$ cat config.mk
export PLATFORM = sky130hd
export DESIGN_NAME = pna_page_unit
export DESIGN_NICKNAME = d
export VERILOG_FILES = /design/src/pna_pkg.sv /design/src/pna_page_unit.sv
export SDC_FILE = /design/constraint.sdc
export NUM_CORES = 1
export LEC_CHECK = 0
export BUFFER_PORTS_ARGS = -buffer_cell sky130_fd_sc_hd__buf_2
export CAP_MARGIN = 20
export CORE_MARGIN = 1
export CORE_UTILIZATION = 45
export DETAILED_ROUTE_END_ITERATION = 7
export GPL_ROUTABILITY_DRIVEN = 0
export PLACE_DENSITY = 0.7
export SYNTH_ARGS = -nofsm -noshare
export SYNTH_HDL_FRONTEND = slang
export SYNTH_SLANG_ARGS = --single-unit
export TNS_END_PERCENT = 10
$ cat constraint.sdc
create_clock -name vclk -period 4
set_input_delay 0.8 -clock vclk [all_inputs]
set_output_delay 0.8 -clock vclk [all_outputs]
set_load 0.1 [all_outputs]
$ cat src/pna_pkg.sv
// Shared constants and types for the page next-use annotator.
`default_nettype none

package pna_pkg;

    localparam int ADDR_W    = 48;
    localparam int INSTR_W   = 40;
    localparam int CNT_W     = 13;
    localparam int SHIFT_W   = 6;
    localparam int SLOTS     = 5;
    localparam int SLOT_W    = 3;
    localparam int PADDR_W   = 3;
    localparam int PDATA_W   = 32;

    localparam int DEF_TABLE_ENTRIES = 4096;
    localparam int DEF_MAX_PAGES     = 5;

    localparam logic [SHIFT_W-1:0] PAGE_SHIFT_RESET = 6'd12;

    // Register index decoded from paddr[PADDR_W-1:2].
    localparam logic REG_PAGE_SHIFT = 1'b0;

    typedef enum logic [1:0] {
        EST_EMPTY   = 2'd0,
        EST_VALID   = 2'd1,
        EST_DELETED = 2'd2
    } t_entry_state;

    typedef struct packed {
        t_entry_state       st;
        logic [ADDR_W-1:0]  key;
        logic [INSTR_W-1:0] nu;
    } t_entry;

    localparam int ENTRY_W = $bits(t_entry);

endpackage

`default_nettype wire

$ cat src/pna_page_unit.sv
// Shared page unit: address to page number shift and home-bucket hash.
`default_nettype none

module pna_page_unit #(
    parameter int TABLE_ENTRIES = pna_pkg::DEF_TABLE_ENTRIES
) (
    input  wire [pna_pkg::ADDR_W-1:0]        i_addr,
    input  wire [pna_pkg::SHIFT_W-1:0]       i_shift,
    output logic [pna_pkg::ADDR_W-1:0]       o_page,
    output logic [$clog2(TABLE_ENTRIES)-1:0] o_hash
);

    localparam int IW = $clog2(TABLE_ENTRIES);

    logic [IW-1:0] fold;
    logic [IW:0]   fold_ext;

    always_comb begin
        // shift of 48 or more clears the page
        o_page = i_addr >> i_shift;
        fold   = '0;
        for (int i = 0; i < pna_pkg::ADDR_W; i++) begin
            fold[i % IW] = fold[i % IW] ^ o_page[i];
        end
        fold_ext = {1'b0, fold};
        // fold is below twice the depth: one conditional subtract
        if (fold_ext >= (IW+1)'(TABLE_ENTRIES)) begin
            o_hash = IW'(fold_ext - (IW+1)'(TABLE_ENTRIES));
        end else begin
            o_hash = fold;
        end
    end

endmodule

`default_nettype wire

* Word-level counts from Yosys, hierarchy flattened *
Cells that the tools add are included.

word-level totals
  register bits after elaboration = 0
  input bits = 54
  output and inout bits = 60
  logic and storage cells = 37

cells by class
  shifts and indexed selects = 1
  bitwise gates (word level) = 36

operators by type and width
  operator                     count
  >> shifter 48 x 6 -> 48 bit  1
  XOR 1 bit                    36

* Logic depth before layout (Yosys ltp) *
Gate-level depths: netlist of the first run.

  depth in word-level cells = 4
  depth in mapped cells = 11
  mapped depth without buffers = 7

* Worst setup path after synthesis of the first run *
OpenSTA, ideal clock, no wires.

  path type = input to output
  start point = in i_shift[0] (netlist name)
  end point = out o_hash[5]
  arrival = 6.162 ns
  required time = 3.200 ns
  slack = -2.962 ns
  stages = 9
  buffers on the path = 2
  cell sequence = buf_2 inv_2 buf_4 mux4_2 nor2_1 a21oi_1 o21ai_0 xor2_1 xnor2_1

between the ends
  word-level cells in the longest chain between the ends = 4

ends and longest elaborated chain
  what                         line                 text
  start, declared              pna_page_unit.sv:8   input wire [pna_pkg::SHIFT_W-1:0] i_shift,
  >> shifter 48 x 6 -> 48 bit  pna_page_unit.sv:20  o_page = i_addr >> i_shift;
  net o_page (one bit)         pna_page_unit.sv:9   output logic [pna_pkg::ADDR_W-1:0] o_page,
  XOR 1 bit (3 in a row)       pna_page_unit.sv:23  fold[i % IW] = fold[i % IW] ^ o_page[i];
  end, declared                pna_page_unit.sv:10  output logic [$clog2(TABLE_ENTRIES)-1:0] o_hash

The timed path passes the listed nets, and every way through them passes these cells.

* Worst setup path in the final report of the first run *
  start point = in i_shift[1] (netlist name)
  end point = out o_hash[5]

between the ends
  word-level cells in the longest chain between the ends = 4

ends and longest elaborated chain
  what                           line
  >> shifter 48 x 6 -> 48 bit *  pna_page_unit.sv:20
  XOR 1 bit (2 in a row)         pna_page_unit.sv:23
  XOR 1 bit *                    pna_page_unit.sv:23

Mark *: on every way between the ends. The rest lies on a longest branch, timed or not.

==> flow_summary_export.csv, run 1 <==
group,metric,value,unit
finish,clock_buffers,0,
die,start_util,0.4669,
hold_path,holdPathEnd,"o_page[38]",
hold_path,hp-class,"primary input to output pin",
synthesis,syn_inst,469,
worst_setup_path,worstPathRequired,3200,ps
routing,vias_per_cell,6.689,
run_status,status,"finished, final reports clean",
finish,layout-drive-gt1-share,0.5416,
grt,grt_use_total,0.3061,
job,drv_cap,0,
hold_path,hp-start,"i_shift[4]",
placement,place_ws,-272.3,ps
routing,antenna_left,0,
synthesis,syn_nets,523,
sta,setup_viol,0,
synthesis,yosysWarnings,0,
sta,rsz0062_at_grt,"true",
placement,dpl-instance-area,6126,sq um
synthesis,synthTopCellsByArea,"mux4_2 (21%), mux2i_1 (12%), mux2_2 (9.1%)",
die,core_area,8763,sq um
power_and_ir_drop,power.leakage,2.616,nW
worst_setup_path,cp-start-kind,"primary input",
worst_setup_path,slowest_delay,630,ps
sta,layout_setup_ws,41.61,ps
finish,instances_no_fill,721,
worst_setup_path,worstPathMaxFanout,10,
routing,drc,0,
finish,final_common_cell,"buf_4",
placement,dp_hpwl,12090,um
worst_setup_path,cp-end-kind,"output pin",
worst_setup_path,critPathKind,"primary input to output pin",
worst_setup_path,crit_arrival,3160,ps
sta,drv_slew,0,
die,pin_count,114,
finish,regArea,0,sq um
hold_path,holdPathStages,4,
finish,diodes,0,
worst_setup_path,path_cells,"buf_16 > mux4_1 > mux2i_1 > buf_4 > mux2_2 > a2bb2oi_1 > nor2_2 > xnor2_1 > buf_4 > xnor2_4 > buf_12",
grt,grt_pass1_vias,4352,
sta,worstMarginPinSlew,547.9,ps
finish,multi_input_area,4168,sq um
finish,sequential_cell_total,0,
finish,layout_common_cells,"buf_4 (70), buf_2 (64), buf_12 (51)",
sta,finalHoldViolations,0,
sta,relSlewSlack,0.6243,
routing,drtIter0Drc,582,
grt,antenna_found_initial,0,
finish,final_area,6319,sq um
routing,routedWlPerCell,21.11,um
placement,dp.cells,716,
sta,fin_crit_sh,0.9896,
sta,period_needed,3958,ps
synthesis,yosysTopAreaCellShare,0.2092,
grt,grt_max_degree,47,
die,rows,34,
finish,fin_nets,669,
die,chipHeight,97.35,um
finish,fillCellCount,646,
synthesis,synth_area_leader_cell,"mux4_2",
worst_setup_path,crit_buf_inv,4,
die,die_w,97.35,um
worst_setup_path,cp_top_family,"multiplexers",
clock_network,holdBufCountCts,0,
synthesis,ys_seq_area_frac,0,
power_and_ir_drop,irDropWorstVdd,0.0001729,V
die,fp.dieArea,9477,sq um
grt,grt_pass1_wl,23740,um
sta,hold_slack,2208,ps
placement,io_buffers,114,
synthesis,avgSynthCellArea,8.724,sq um
worst_setup_path,crit_top_cell,"buf_4",
sta,tns,0,ps
power_and_ir_drop,total_power,1.828,mW
sta,max_freq,0.2526,GHz
finish,utilization,0.7210,
routing,wl,15220,um
routing,first_pass_iters,7,
synthesis,yosysUniqueCellTypes,68,
finish,area_growth,54.43,%
grt,overflow,0,
routing,vias,4823,
worst_setup_path,cp_slowest_cell,"mux4_1",
power_and_ir_drop,p_per_area,289.3,nW/um^2
synthesis,netlist_area,4091,sq um
-- power breakdown --
part | internal, mW | switching [mW] | leakage (nW)
combinational | 0.723 | 1.10 | 2.62
clock | 0 | 0 | 0
sequential | 0 | 0 | 0
-- synthesized netlist by cell type (3+ instances only) --
library cell	number
nor2_1	53
mux2i_1	48
nand2_1	42
mux4_2	38
mux2_2	33
a21oi_1	20
o21ai_0	20
xnor2_1	20
clkbuf_1	16
buf_2	13
nand3_1	11
mux4_1	10
o22ai_1	10
buf_4	8
and2_1	7
xor2_1	7
inv_1	6
o211ai_1	6
nor3_1	5
o21a_1	5
o21ai_1	5
a211oi_1	4
mux2i_4	4
nand2b_1	4
o31ai_1	4
a21o_1	3
a31oi_1	3
buf_1	3
buf_12	3
buf_6	3
o221ai_1	3
o32ai_1	3
-- tightest hold or removal path, delay by kind of cell --
family	cells	cell delay, ps
buffers and inverters	3	520
and+or+nand+nor	1	80
-- cell type report --
type                       count  area share
multi-input combinational    413      0.6596
inverter                       9    0.005347
tap                          108     0.02139
timing repair buffer         191      0.3137
-- worst max-delay path by stage --
stage | startpoint | end | slack, ps | depth (start not counted)
after floorplan | i_shift[1] | o_hash[11] | -820 | 11
after global placement | i_shift[1] | o_hash[2] | -170 | 9
after detailed placement | i_shift[1] | o_hash[2] | -270 | 9
after CTS | i_shift[0] | o_hash[11] | 20 | 10
after global routing | i_shift[1] | o_hash[0] | -30 | 10
final | i_shift[1] | o_hash[5] | 40 | 11
-- cell families (layout without fill, tap and decap cells) --
kind of cell    count (synthesis)  in the layout  share of synthesized area
compound gates                108            108                     0.1881
buf+inv                        56            200                    0.08287
simple gates                  142            142                     0.1566
xor+xnor                       28             28                    0.06178
mux                           135            135                     0.5107
-- repair_timing --
item                                    4_1_cts  5_1_grt
setup buffers                                 1        2
pin swaps                                     3        4
resized for setup                             9       15
gates cloned                                  1        1
endpoints found under the setup margin       12       13
-- routing by layer --
| metal | wire length (um) | share of wire | track usage |
|---|---|---|---|
| met3 | 1595 | 0.10 | 0.03525 |
| met5 | 0 | 0 | 0 |
| met2 | 6985 | 0.46 | 0.4897 |
| met1 | 6112 | 0.40 | 0.4407 |
| met4 | 530 | 0.035 | 0.07805 |
Note: power is estimated with default switching activity, not from simulation.
==> inputs of run 2 (changes only) <==
--- a/config.mk
+++ b/config.mk
@@ -7,6 +7,7 @@
 export LEC_CHECK = 0
 export BUFFER_PORTS_ARGS = -buffer_cell sky130_fd_sc_hd__buf_2
 export CAP_MARGIN = 20
+export CORE_ASPECT_RATIO = 1.5
 export CORE_MARGIN = 1
 export CORE_UTILIZATION = 45
 export DETAILED_ROUTE_END_ITERATION = 7
==> run 2 against run 1 <==
Compared with the run above:
- cell area rose by 4.2%
- routed wire length increased by 1.4%
- first-iteration DRC count is 4.6% lower
- sequential share of layout area is the same
- utilization up 2.5 points
- die area is essentially flat
- final cell count is 3.3% higher
- hold slack got worse by 150 ps
- flip-flop and latch count unchanged
- setup slack got worse by 37 ps
- critical path depth down 1
- largest cell class unchanged
==> flow_summary_export.csv, run 2 (same netlist as run 1, synthesis figures left out) <==
group,metric,value,unit
finish,utilization,0.7460,
die,core_area,8828,sq um
sta,finalHoldViolations,0,
routing,first_pass_iters,7,
run_status,status,"finished, final reports clean",
power_and_ir_drop,p_per_area,285.0,nW/um^2
job,drv_cap,0,
routing,antenna_left,0,
worst_setup_path,crit_arrival,3200,ps
worst_setup_path,slowest_delay,550,ps
finish,diodes,0,
grt,grt_pass1_vias,4612,
finish,area_growth,60.98,%
finish,sequential_cell_total,0,
routing,drc,0,
hold_path,hp-class,"primary input to output pin",
worst_setup_path,cp-end-kind,"output pin",
finish,layout_common_cells,"buf_4 (88), buf_2 (64), buf_12 (50)",
die,fp.dieArea,9485,sq um
power_and_ir_drop,irDropWorstVdd,0.0002648,V
routing,vias,4915,
finish,clock_buffers,0,
die,chipHeight,118.8,um
sta,max_freq,0.2503,GHz
grt,grt_max_degree,47,
routing,routedWlPerCell,20.72,um
power_and_ir_drop,power.leakage,2.740,nW
finish,final_common_cell,"buf_4",
worst_setup_path,worstPathMaxFanout,9,
worst_setup_path,cp_slowest_cell,"mux4_2",
sta,drv_slew,0,
worst_setup_path,critPathKind,"primary input to output pin",
die,start_util,0.4634,
grt,antenna_found_initial,0,
routing,drtIter0Drc,555,
sta,setup_viol,0,
die,pin_count,114,
worst_setup_path,path_cells,"buf_16 > buf_4 > mux4_2 > mux2_2 > mux2i_1 > o32a_1 > o21ai_2 > xnor2_2 > xnor2_4 > buf_12",
sta,relSlewSlack,0.6439,
placement,dp_hpwl,12170,um
grt,overflow,0,
sta,period_needed,3996,ps
sta,fin_crit_sh,0.9990,
routing,wl,15440,um
grt,grt_pass1_wl,23720,um
finish,layout-drive-gt1-share,0.5669,
worst_setup_path,worstPathRequired,3200,ps
power_and_ir_drop,total_power,1.877,mW
sta,worstMarginPinSlew,519.3,ps
finish,regArea,0,sq um
grt,grt_use_total,0.3124,
sta,hold_slack,2057,ps
die,rows,42,
placement,io_buffers,114,
worst_setup_path,cp-start-kind,"primary input",
finish,fin_nets,691,
die,die_w,79.86,um
routing,vias_per_cell,6.597,
==> run 2: cell count changes in the layout (fill, tap and decap cells not counted), sizes merged <==
cell / before / now
clkbuf: 2 / 3
bufbuf: 1 / 2
buf: 188 / 208
==> run 2: where the power goes <==
group / internal, mW / switching (mW) / total (mW)
Sequential: 0 / 0 / 0
Combinational: 0.771 / 1.11 / 1.88
Clock: 0 / 0 / 0
==> run 2: metrics by stage <==
step           instance area [sq um]  instances  TNS, ps  worst slack, ps
3_5_place_dp                    6306        740    -1437           -186.4
2_1_floorplan                   4434        469   -10640           -822.2
5_1_grt                         6586        745   -69.66           -33.37
3_3_place_gp                    6306        740   -809.6           -136.6
4_1_cts                         6361        740   -14.55           -12.95
6_report                        6586        745        0            4.135
==> run 2: routing by layer <==
metal / up-vias / part of all wire / track usage
met5: - / 0 / 0
met4: 0 / 0.049 / 0.1384
met3: 67 / 0.076 / 0.02548
met2: 328 / 0.51 / 0.5288
met1: 2361 / 0.37 / 0.3980
li1: 2159 / - / -
==> run 2: final timing paths <==
path / start / end / cells past startpoint
setup / recovery: i_shift[1] / o_hash[6] / 10
hold / removal: i_shift[5] / o_page[25] / 3
==> run 2: worst max-delay path, delay by kind of cell <==
family,cells,cell delay [ps]
compound gates,2,390
xor+xnor,2,450
buf+inv,3,440
mux,3,1110
==> run 2: cell type report <==
| cell class | count | area, sq um |
|---|---|---|
| multi-input cells | 413 | 4199 |
| fillers | 608 | 2242 |
| repair buffers | 213 | 2213 |
| well taps | 110 | 137.6 |
| inverters | 9 | 36.28 |
==> run 2: timing repair <==
item / 4_1_cts / 5_1_grt
pin swaps: 1 / 8
setup endpoints to repair: 13 / 12
resized for setup: 12 / 31
setup buffers: 0 / 3
hold buffers: 0 / 0
cloned: 0 / 3
==> inputs of run 3 (changes only) <==
--- a/config.mk
+++ b/config.mk
@@ -13,6 +13,7 @@
 export DETAILED_ROUTE_END_ITERATION = 7
 export GPL_ROUTABILITY_DRIVEN = 0
 export PLACE_DENSITY = 0.7
+export RECOVER_POWER = 100
 export SYNTH_ARGS = -nofsm -noshare
 export SYNTH_HDL_FRONTEND = slang
 export SYNTH_SLANG_ARGS = --single-unit
==> run 3 against run 2 <==
Compared with the run above:
- global-route usage is the same
- sequential share of layout area unchanged
- combinational power fell by 3%
- non-clock buffer count stayed put
- clock-buffer cell count did not move
- die area unchanged
- flip-flop and latch count unchanged
- final cell count unchanged
- critical path depth unchanged
- first-iteration DRC count increased by 12%
- hold slack lost 2.4 ps
- power is 2.4% lower
- largest power group unchanged
- highest routed layer unchanged
==> flow_summary_export.csv, run 3 (same netlist as run 1, synthesis figures left out) <==
group,metric,value,unit
run_status,status,"finished, final reports clean",
sta,max_freq,0.2501,GHz
grt,grt_pass1_wl,23720,um
grt,antenna_found_initial,0,
finish,instances_no_fill,745,
sta,period_needed,3999,ps
finish,area_growth,57.25,%
power_and_ir_drop,p_int,0.7310,mW
die,fp.dieArea,9485,sq um
routing,antenna_left,0,
die,start_util,0.4634,
worst_setup_path,cp-start-kind,"primary input",
routing,vias,4911,
sta,tns,0,ps
finish,sequential_cell_total,0,
worst_setup_path,worstPathMaxFanout,9,
sta,relSlewSlack,0.2223,
finish,final_area,6434,sq um
routing,first_pass_iters,7,
die,chipHeight,118.8,um
power_and_ir_drop,comb_power_share,1.000,
job,drv_cap,0,
sta,drv_slew,0,
power_and_ir_drop,pwr-share-clk,0,
finish,fillCellCount,633,
worst_setup_path,cp-end-kind,"output pin",
power_and_ir_drop,seqPwrFrac,0,
sta,fin_crit_sh,0.9998,
worst_setup_path,crit_buf_inv,3,
finish,fin_nets,691,
grt,grt_pass1_vias,4612,
routing,top_layer,"met4",
routing,wl_met3,1183,um
placement,dp.cells,740,
power_and_ir_drop,power.leakage,2.675,nW
power_and_ir_drop,power.share.switching,0.6010,
worst_setup_path,critPathKind,"primary input to output pin",
placement,io_buffers,114,
die,die_w,79.86,um
power_and_ir_drop,p_per_area,284.8,nW/um^2
power_and_ir_drop,irDropWorstVdd,0.0002627,V
finish,regArea,0,sq um
routing,drc,0,
hold_path,hp-class,"primary input to output pin",
grt,grt_use_total,0.3124,
sta,setup_viol,0,
die,pin_count,114,
routing,vias_per_cell,6.592,
routing,routedWlPerCell,20.86,um
worst_setup_path,crit_arrival,3200,ps
worst_setup_path,slowest_delay,550,ps
finish,final_common_cell,"buf_4",
worst_setup_path,worstPathRequired,3200,ps
routing,wl_met2,7878,um
sta,finalHoldViolations,0,
worst_setup_path,cp_top_family,"multiplexers",
finish,diodes,0,
routing,drtIter0Drc,619,
die,core_area,8828,sq um
routing,wl,15540,um
finish,clock_buffers,0,
die,rows,42,
finish,layout_common_cells,"buf_4 (84), buf_2 (55), nor2_1 (46)",
grt,grt_max_degree,47,
sta,worstMarginPinSlew,1172,ps
grt,overflow,0,
finish,layout-drive-gt1-share,0.5575,
placement,dpl-instance-area,6306,sq um
placement,dp_hpwl,12170,um
power_and_ir_drop,power_switching,1.101,mW
worst_setup_path,cp_slowest_cell,"mux4_2",
routing,wl_met1,5695,um
worst_setup_path,path_cells,"buf_16 > buf_4 > mux4_2 > mux2_2 > mux2i_1 > o32a_1 > o21ai_2 > xnor2_2 > xnor2_4 > buf_12",
-- run 3: path summary, 6_finish.rpt --
| check | startpoint | to | slack, ps | cells after the start |
|---|---|---|---|---|
| worst max-delay path | i_shift[1] | o_hash[6] | 0.9 | 10 |
| worst min-delay path | i_shift[5] | o_page[25] | 2050 | 3 |
-- run 3: routing by layer --
layer / GRT usage / vias to the layer above
met5: 0 / -
met1: 0.3980 / 2353
li1: - / 2158
met2: 0.5288 / 331
met3: 0.02548 / 69
met4: 0.1384 / 0
-- run 3: final cells by class --
class,instances,area (sq um),area share
Tap cell,110,137.6,0.02139
Timing Repair Buffer,213,2063,0.3207
Multi-Input combinational cell,413,4197,0.6523
Inverter,9,36.28,0.005640
-- run 3: per-stage QoR --
stage | hold WS (ps) | utilization | worst slack (ps) | power [mW]
floorplan | 1899 | - | -822.2 | 1.195
global placement | 2038 | 0.7143 | -136.6 | 1.771
detailed placement | 2053 | 0.7143 | -186.4 | 1.794
CTS | 2053 | 0.7205 | -12.95 | 1.809
global route | 2094 | 0.7287 | -33.37 | 1.895
finish | 2054 | 0.7287 | 0.9264 | 1.832
-- run 3: timing repair --
action                     CTS  global route
setup endpoints to repair   13            12
gates cloned                 0             3
pin swaps                    1             8
hold buffers                 0             0
buffers inserted             0             3
hold endpoints to repair     0             0
gates resized for setup     12            31
-- run 3: tightest hold or removal path: cells and delay by family --
| family | cells | cell delay [ps] |
|---|---|---|
| buffers and inverters | 2 | 340 |
| and+or+nand+nor | 1 | 110 |
-- run 3: power by group through the flow --
| stage | logic (mW) | clock network [mW] | registers (mW) |
|---|---|---|---|
| 6_report | 1.83 | 0 | 0 |
| 3_3_place_gp | 1.77 | 0 | 0 |
| 4_1_cts | 1.81 | 0 | 0 |
| 3_5_place_dp | 1.79 | 0 | 0 |
| 2_1_floorplan | 1.20 | 0 | 0 |
| 5_1_grt | 1.89 | 0 | 0 |
